`config.mk`:
```
export PLATFORM = sky130hd
export DESIGN_NAME = blink_end_detector
export DESIGN_NICKNAME = d
export VERILOG_FILES = /design/src/design/bed_pkg.sv /design/src/design/bed_cell.sv /design/src/design/bed_match.sv /design/src/design/blink_end_detector.sv
export SDC_FILE = /design/constraint.sdc
export NUM_CORES = 2
export LEC_CHECK = 0
export BUFFER_PORTS_ARGS = -buffer_cell sky130_fd_sc_hd__buf_4
export CORE_MARGIN = 2
export CORE_UTILIZATION = 50
export DETAILED_ROUTE_END_ITERATION = 8
export PLACE_DENSITY = 0.7
export SYNTH_ARGS = -nofsm -noshare
export SYNTH_HDL_FRONTEND = slang
export SYNTH_SLANG_ARGS = --single-unit
```
`constraint.sdc`:
```
create_clock -name i_clk -period 71.2 [get_ports i_clk]
set_input_delay 10.68 -clock i_clk [delete_from_list [all_inputs] [get_ports i_clk]]
set_output_delay 10.68 -clock i_clk [all_outputs]
set_load 0.02 [all_outputs]
```
`src/design/bed_pkg.sv`:
```
`timescale 1ns / 1ps

package bed_pkg;

    localparam int WINDOW = 40;
    localparam int LAG    = 14;

    localparam int DEPTH  = WINDOW + 1;
    // offsets 1 .. WINDOW-LAG-1 are checked for a settled height
    localparam int NCHK   = WINDOW - LAG - 1;

    localparam int HEIGHT_W = 16;
    localparam int TIME_W   = 48;
    localparam int FILL_W   = $clog2(DEPTH + 1);

    typedef logic [HEIGHT_W-1:0] t_height;
    typedef logic [TIME_W-1:0]   t_time;
    typedef logic [FILL_W-1:0]   t_fill;

    localparam t_height THR_RESET = t_height'(32);

endpackage

```
`src/design/bed_cell.sv`:
```
`timescale 1ns / 1ps

module bed_cell (
    input  logic           i_clk,
    input  logic           i_shift,
    input  bed_pkg::t_height i_height,
    input  bed_pkg::t_time   i_time,
    output bed_pkg::t_height o_height,
    output bed_pkg::t_time   o_time
);
    import bed_pkg::*;

    t_height r_height;
    t_time   r_time;

    always_ff @(posedge i_clk) begin
        if (i_shift) begin
            r_height <= i_height;
            r_time   <= i_time;
        end
    end

    assign o_height = r_height;
    assign o_time   = r_time;

endmodule

```
`src/design/bed_match.sv`:
```
`timescale 1ns / 1ps

module bed_match (
    input  bed_pkg::t_height i_height,
    input  bed_pkg::t_height i_lag_height,
    input  bed_pkg::t_height i_threshold,
    output logic             o_settled
);
    import bed_pkg::*;

    t_height w_diff;

    always_comb begin
        if (i_height > i_lag_height) begin
            w_diff = i_height - i_lag_height;
        end else begin
            w_diff = i_lag_height - i_height;
        end
    end

    assign o_settled = (w_diff < i_threshold);

endmodule

```
`src/design/blink_end_detector.sv`:
```
`timescale 1ns / 1ps

// Blink end detector. Samples shift into a row of WINDOW+1 cells, newest at the
// top; once the row is full, each sample starts a check at the oldest cell.
// If that cell is closed (height zero) and the next one open, the first cell
// among offsets 1 .. WINDOW-LAG-1 whose height is within settle_threshold of
// the cell LAG places later gives the blink end timestamp. A sample passes
// through the shift on the transfer, a step in which all lag comparators are
// registered, and the first-match pick into the output register. The input
// is stalled from each transfer until the pick is done, and the pick waits
// while a result is held on a stalled output. The threshold port is always
// ready; write it only while the block is idle.
module blink_end_detector (
    input  logic             i_clk,
    input  logic             i_rst_n,
    input  logic             i_in_valid,
    output logic             o_in_stall,
    input  bed_pkg::t_height i_pupil_height,
    input  bed_pkg::t_time   i_sample_time,
    output logic             o_out_valid,
    input  logic             i_out_stall,
    output bed_pkg::t_time   o_blink_end_time,
    input  logic             i_cfg_valid,
    output logic             o_cfg_ready,
    input  bed_pkg::t_height i_cfg_data
);
    import bed_pkg::*;

    t_height w_h [DEPTH];
    t_time   w_t [DEPTH];
    logic [NCHK-1:0] w_settled;
    logic [NCHK-1:0] w_first;
    t_time   w_pick;
    logic    w_accept;
    logic    w_full;
    logic    w_open;
    logic    w_out_free;

    t_height r_threshold;
    t_fill   r_fill;
    logic    r_s0;
    logic    r_s1;
    logic    r_chk;
    logic [NCHK-1:0] r_flags;
    logic    r_out_valid;
    t_time   r_out_time;

    assign w_accept = i_in_valid && !o_in_stall;

    genvar g;
    generate
        for (g = 0; g < DEPTH; g++) begin : g_cell
            if (g == DEPTH - 1) begin : g_top
                bed_cell u_cell (
                    .i_clk    (i_clk),
                    .i_shift  (w_accept),
                    .i_height (i_pupil_height),
                    .i_time   (i_sample_time),
                    .o_height (w_h[g]),
                    .o_time   (w_t[g])
                );
            end else begin : g_mid
                bed_cell u_cell (
                    .i_clk    (i_clk),
                    .i_shift  (w_accept),
                    .i_height (w_h[g+1]),
                    .i_time   (w_t[g+1]),
                    .o_height (w_h[g]),
                    .o_time   (w_t[g])
                );
            end
        end
        for (g = 0; g < NCHK; g++) begin : g_match
            bed_match u_match (
                .i_height     (w_h[g+1]),
                .i_lag_height (w_h[g+1+LAG]),
                .i_threshold  (r_threshold),
                .o_settled    (w_settled[g])
            );
        end
    endgenerate

    assign w_full = (r_fill == t_fill'(DEPTH));
    assign w_open = (w_h[0] == '0) && (w_h[1] != '0);

    // isolate the lowest set flag, then or together the selected timestamps
    assign w_first = r_flags & ~(r_flags - NCHK'(1));

    always_comb begin
        w_pick = '0;
        for (int i = 0; i < NCHK; i++) begin
            w_pick = w_pick | (w_t[i+1] & {TIME_W{w_first[i]}});
        end
    end

    assign w_out_free = !r_out_valid || !i_out_stall;

    always_ff @(posedge i_clk) begin
        if (!i_rst_n) begin
            r_threshold <= THR_RESET;
        end else if (i_cfg_valid && o_cfg_ready) begin
            r_threshold <= i_cfg_data;
        end
    end

    always_ff @(posedge i_clk) begin
        if (!i_rst_n) begin
            r_fill      <= '0;
            r_s0        <= 1'b0;
            r_s1        <= 1'b0;
            r_chk       <= 1'b0;
            r_out_valid <= 1'b0;
        end else begin
            if (w_accept) begin
                r_s0 <= 1'b1;
                if (!w_full) begin
                    r_fill <= r_fill + t_fill'(1);
                end
            end
            if (r_s0) begin
                r_s0  <= 1'b0;
                r_s1  <= 1'b1;
                r_chk <= w_full && w_open;
            end
            // a free output slot is either empty or being taken this cycle
            if (r_s1 && w_out_free) begin
                r_s1        <= 1'b0;
                r_out_valid <= r_chk && (r_flags != '0);
            end else if (r_out_valid && !i_out_stall) begin
                r_out_valid <= 1'b0;
            end
        end
    end

    always_ff @(posedge i_clk) begin
        if (r_s0) begin
            r_flags <= w_settled;
        end
        if (r_s1 && w_out_free) begin
            r_out_time <= w_pick;
        end
    end

    assign o_in_stall       = r_s0 || r_s1;
    assign o_out_valid      = r_out_valid;
    assign o_blink_end_time = r_out_time;
    assign o_cfg_ready      = 1'b1;

endmodule

```
# --- Yosys cells after proc, flatten, opt, wreduce, memory -nomap -nowiden ---
# Index checks and enable logic that the tools add are counted.
classes:
  n_bitwise: 53
  reduce_logical: 18
  addsub: 52
  n_eq_ne: 1
  n_lt_le_gt_ge: 50
  n_mux: 28
ops:
  columns: ["cell", "n"]
  rows:
  - ["$and 48x48->48", 25]
  - ["$or 48x48->48", 24]
  - ["$sub 16x16->16", 50]
  - ["$gt 16x16->1", 25]
  - ["$lt 16x16->1", 25]
  - ["$mux 16", 25]
  - ["$and 25x25->25", 1]
  - ["$not 25->25", 1]
  - ["$reduce_bool 25->1", 1]
  - ["$sub 25x1->25 const B", 1]
  - ["$logic_not 16->1", 1]
  - ["$reduce_bool 16->1", 1]
  - ["$add 6x1->6 const B", 1]
  - ["$eq 6x6->1 const B", 1]
  - ["$logic_and 1x1->1", 6]
  - ["$reduce_or 2->1", 2]
  - ["$logic_not 1->1", 3]
  - ["$mux 1", 3]
  - ["$logic_or 1x1->1", 2]
  - ["$not 1->1", 2]
  - ["$reduce_and 2->1", 1]
  - ["$reduce_bool 2->1", 1]
totals:
  ff_bits: 2675
  wordCells: 291

# --- Depth between registers and ports, before layout ---
depth:
  ltp_word: 28
  mapped_depth: 24
  mapped_depth_nobuf: 22

# --- Cells and area by module ---
# A second synthesis with hierarchy kept.
hier_totals:
  cells_unflattened: 10673
  hier_area_um2: 137146.5
by_module_without_submodules:
  columns: ["mod", "seq_area_each_um2", "n_inst", "cells_per_inst", "area_per_inst_um2"]
  rows:
  - ["bed_cell", 1921.8, 41, 64, 1921.8]
  - ["bed_match (g_match[10].u_match ...)", 0.0, 18, 263, 1831.8]
  - ["blink_end_detector", 2712.6, 1, 1514, 12034.0]
  - ["bed_match (g_match[5].u_match ...)", 0.0, 4, 256, 1891.8]
  - ["bed_match (g_match[0].u_match)", 0.0, 1, 267, 1986.9]
  - ["bed_match (g_match[9].u_match)", 0.0, 1, 256, 1903.1]
  - ["bed_match (g_match[14].u_match)", 0.0, 1, 254, 1888.1]

# --- Least setup slack after synthesis ---
# No wires, ideal clock.
synth_timing:
  path_kind: "input to register"
  from: "input port i_in_valid"
  to: "register r_fill[4]"
  cell_stages: 4
  setup_slack_ps: -2466
  arrival_ps: 73603
  n_path_buf: 0
  cell_sequence: "and2_1 -> nand4_1 -> xnor2_1 -> and2_1"
synth_via:
  elab_chain_len: 2
synth_rtl:
  columns: ["item", "line", "source"]
  rows:
  - ["start, declared", "blink_end_detector.sv:16", "input logic i_in_valid,"]
  - ["$logic_and 1x1->1", "blink_end_detector.sv:48", "assign w_accept = i_in_valid && !o_in_stall;"]
  - ["$reduce_and 2->1 (no source line)", null, null]
  - ["end signal, assigned", "blink_end_detector.sv:117", "r_fill <= r_fill + t_fill'(1);"]
  - ["end, declared", "blink_end_detector.sv:40", "t_fill r_fill;"]
# Every way passes these cells.
# A chain may end at the register's enable or synchronous reset.

# --- Final worst setup path ---
layout_timing:
  from: "input port i_in_valid"
  to: "register g_cell[29].g_mid.u_cell.r_time[20] (enable)"
layout_via:
  elab_chain_len: 1
layout_rtl:
  columns: ["item", "line", "source"]
  rows:
  - ["$logic_and 1x1->1", "blink_end_detector.sv:48", null]
  - ["net g_cell[0].g_mid.u_cell.i_shift", "bed_cell.sv:5", "input logic i_shift,"]
  - ["end signal, assigned", "bed_cell.sv:19", "r_time <= i_time;"]
  - ["end, declared", "bed_cell.sv:14", "t_time r_time;"]
# The timed path passes the listed nets, and every way through them passes these cells.

==> run metrics <==
status completed; maximum number of pins on one net before global-route repair 213; total CTS buffers about 290; Pre-Repair DR Iteration Count 9; worst hold path type reg2reg; crit path max fanout 91; RSZ-0062 raised after global routing false; share of final-layout standard cells stronger than drive strength 1 under 10%; final instance area 146000 um2; transition time at the pin with the least slew margin 1.25 ns; Top Ports 136; kind of start point of the critical path primary input; Die ar. 267000 um2; Syn Std Cell Area between 100000 and 150000 um2; leading cell type in the layout, fill and taps excluded sky130_fd_sc_hd__edfxtp_1; Main synth FF type sky130_fd_sc_hd__edfxtp_1; worst hold slack a little under 0.4 ns; number of hold-slack violations in the final timing report 0; fmax around 65 MHz; Starting Density 50.2%; antenna-violating nets left 0; post-synthesis net count approximately 11000; global-route wire length before repair 499000 um; start-to-end type of the worst setup path in2reg; per-cell routed wire length 24.4 um; CTS-repair resized insts 0; share of flip-flops with an asynchronous set or reset 0%; Nets 11300; largest vdd supply drop 0.0000279 V; Post-Route Skew 0.0455 ns; Root Driver sky130_fd_sc_hd__clkbuf_16; core outline area 262000 um2; Reg2Reg Depth 8; latest clock arrival within the worst-skew pair between 0.8 and 0.9 ns; number of flops mapped to enable cells by yosys 2649; drt drc 0; headroom to the max-slew limit between 10% and 20%; Avg Cell Area, Syn 13.3 um2; Remaining Overflow, GRT 0; number of input and output port buffers inserted 134; sequential-to-total area share from yosys stat 60.8%; vias in the first global route 80900; Leakage Power 56.9 nW; number of max-slew violations in the final report 0; total routed wirelength 337000 um; post-detailed-route via-to-cell ratio 6.02; YS warnings 0; CTS tree built; TritonCTS Sinks 2675; Crit path required time 71.69 ns; instance count along the most critical hold path 0; Clock H-tree levels 5; accumulated negative setup slack 0 ns; global router's overall resource usage 24.6%; drt first-iter violations between 10000 and 15000; critical path capture point type flip-flop; Finish-stage setup viols 0; Netlist cell types 85; maxcap violations 0; Placed Instance Area between 100000 and 150000 um2; part of the cycle the worst path needs 21.7%; overall die width 517 um; standard-cell rows 188; data arrival at the endpoint of the critical path 15.96 ns; floorplan die height 517 um; hold-fix buffer count after cts 0; pwr/cell area ~30 nW/um2; antenna violations before repair 13; commonest cells after routing, fill and taps aside 2649 x sky130_fd_sc_hd__edfxtp_1, 1152 x sky130_fd_sc_hd__ha_1, 818 x sky130_fd_sc_hd__inv_1; final critical path time including I/O delays and setup roughly 15 ns; vias after detailed routing 83000; area delta synth->final 10.6%; Cells after Synth 9894; Yosys reg bits 2675; RD Place Congestion around 0.94; total power consumption of the routed design 0.00434 W; total half-perimeter wirelength after legalization and detailed placement 221000 um; clock-pin slew reported for the worst setup and hold paths after clock tree synthesis about 0.060 ns; number of buffers inserted by post-CTS setup repair 0; maximum count of clock buffers along a single path 4
## registers in the layout (all words and copies together), names as in the netlist, 6 cells and up
signal	cells
g_cell.g_mid.u_cell.o_time	1872
g_cell.g_mid.u_cell.o_height	640
g_cell.g_top.u_cell.o_time	48
o_blink_end_time	48
r_flags	25
g_cell.g_top.u_cell.o_height	16
r_threshold	16
r_fill	6
## synthesized netlist by cell type, drive strengths merged, types with 14 or more instances
master      n  area (um2)
a2111oi    16         140
a211o      39         342
a211oi     65         488
a21boi     94         706
a21o      462        3470
a21oi     602        3010
a221o      58         581
a221oi    143        1250
a222oi    147        1470
a22oi      52         390
a31o       14         123
a31oi      51         319
and2       43         269
and3       42         263
and4       68         596
buf        66         350
clkbuf    313        1170
dfxtp      26         521
edfxtp   2649       79500
fa         50        1000
ha       1152       14400
inv       819        3070
mux2       65         732
mux2i     212        2120
nand2     641        2410
nand2b     34         213
nand3      89         445
nand3b     14         105
nand4     208        1300
nor2      267        1000
nor2b      76         475
nor3       88         440
nor4       28         218
o211ai     64         480
o21a      149        1120
o21ai     349        1750
o21bai     88         661
o31ai      17         128
or2        15        93.8
or3        27         169
xnor2     227        1990
xor2      122        1070
## power breakdown
part	internal, W	total (W)	switching [W]
Clock	0.000834	0.00145	0.000616
Sequential	0.00191	0.00200	0.0000951
Combinational	0.000364	0.000884	0.000520
## through the flow
step | utilization [%] | worst slack (ns) | instances
final | 55.5 | 55.73 | 13800
after global routing | 55.5 | 55.39 | 13800
after CTS | 55.5 | 55.85 | 13800
after detailed placement | 52.1 | 54.85 | 13300
after global placement | 52.1 | 55.10 | 13300
after floorplan | - | 27.60 | 9894
## cells by family (layout without fill, tap and decap cells)
kind of cell / Yosys count / after routing / share of synthesized area, %
multiplexers: 277 / 277 / 2.17
adder cells (fa/ha/maj): 1202 / 1202 / 11.7
flip-flops: 2675 / 2675 / 60.8
AND/OR/NAND/NOR: 1673 / 1673 / 6.29
AO/OA/AOI/OAI: 2519 / 2519 / 13.2
buffers and inverters: 1198 / 1566 / 3.49
other: 1 / 6 / 0.00285
XOR/XNOR: 349 / 349 / 2.32
## worst max-delay path, stage by stage
cell and delay [ns]:
sky130_fd_sc_hd__buf_4 0.09, sky130_fd_sc_hd__and2_4 0.54, sky130_fd_sc_hd__buf_4 0.66, sky130_fd_sc_hd__buf_4 0.84
sky130_fd_sc_hd__buf_4 0.95, sky130_fd_sc_hd__buf_4 0.96, sky130_fd_sc_hd__buf_4 0.92
## metal layers
metal / GRT usage [%] / vias to the layer above / part of all wire, %
li1: - / 37900 / -
met4: 8.73 / 0 / 3.5
met1: 35.4 / 40800 / 43
met5: 0 / - / 0
met3: 3.09 / 634 / 7.9
met2: 38.5 / 3675 / 45
## final timing paths
path | start | endpoint | slack (ns)
max | i_in_valid | g_cell[29].g_mid.u_cell.o_time[20] | 55.73
min | g_cell[28].g_mid.u_cell.o_time[6] | g_cell[27].g_mid.u_cell.o_time[6] | 0.39
min reg2reg | g_cell[28].g_mid.u_cell.o_time[6] | g_cell[27].g_mid.u_cell.o_time[6] | 0.39
max reg2reg | r_s0 | g_cell[29].g_mid.u_cell.o_time[20] | 64.63
## area by class of cell
type                            instances  area (um2)
Tap cell                             3515        4400
Clock buffer                          354        7540
Multi-Input combinational cell       6021       47200
Timing Repair Buffer                  236        1860
Inverter                              819        3070
Fill cell                           20900      117000
Clock inverter                        157        1530
Antenna cell                            5        12.5
Sequential cell                      2675       80100
Note: power is estimated with default switching activity, not from simulation.
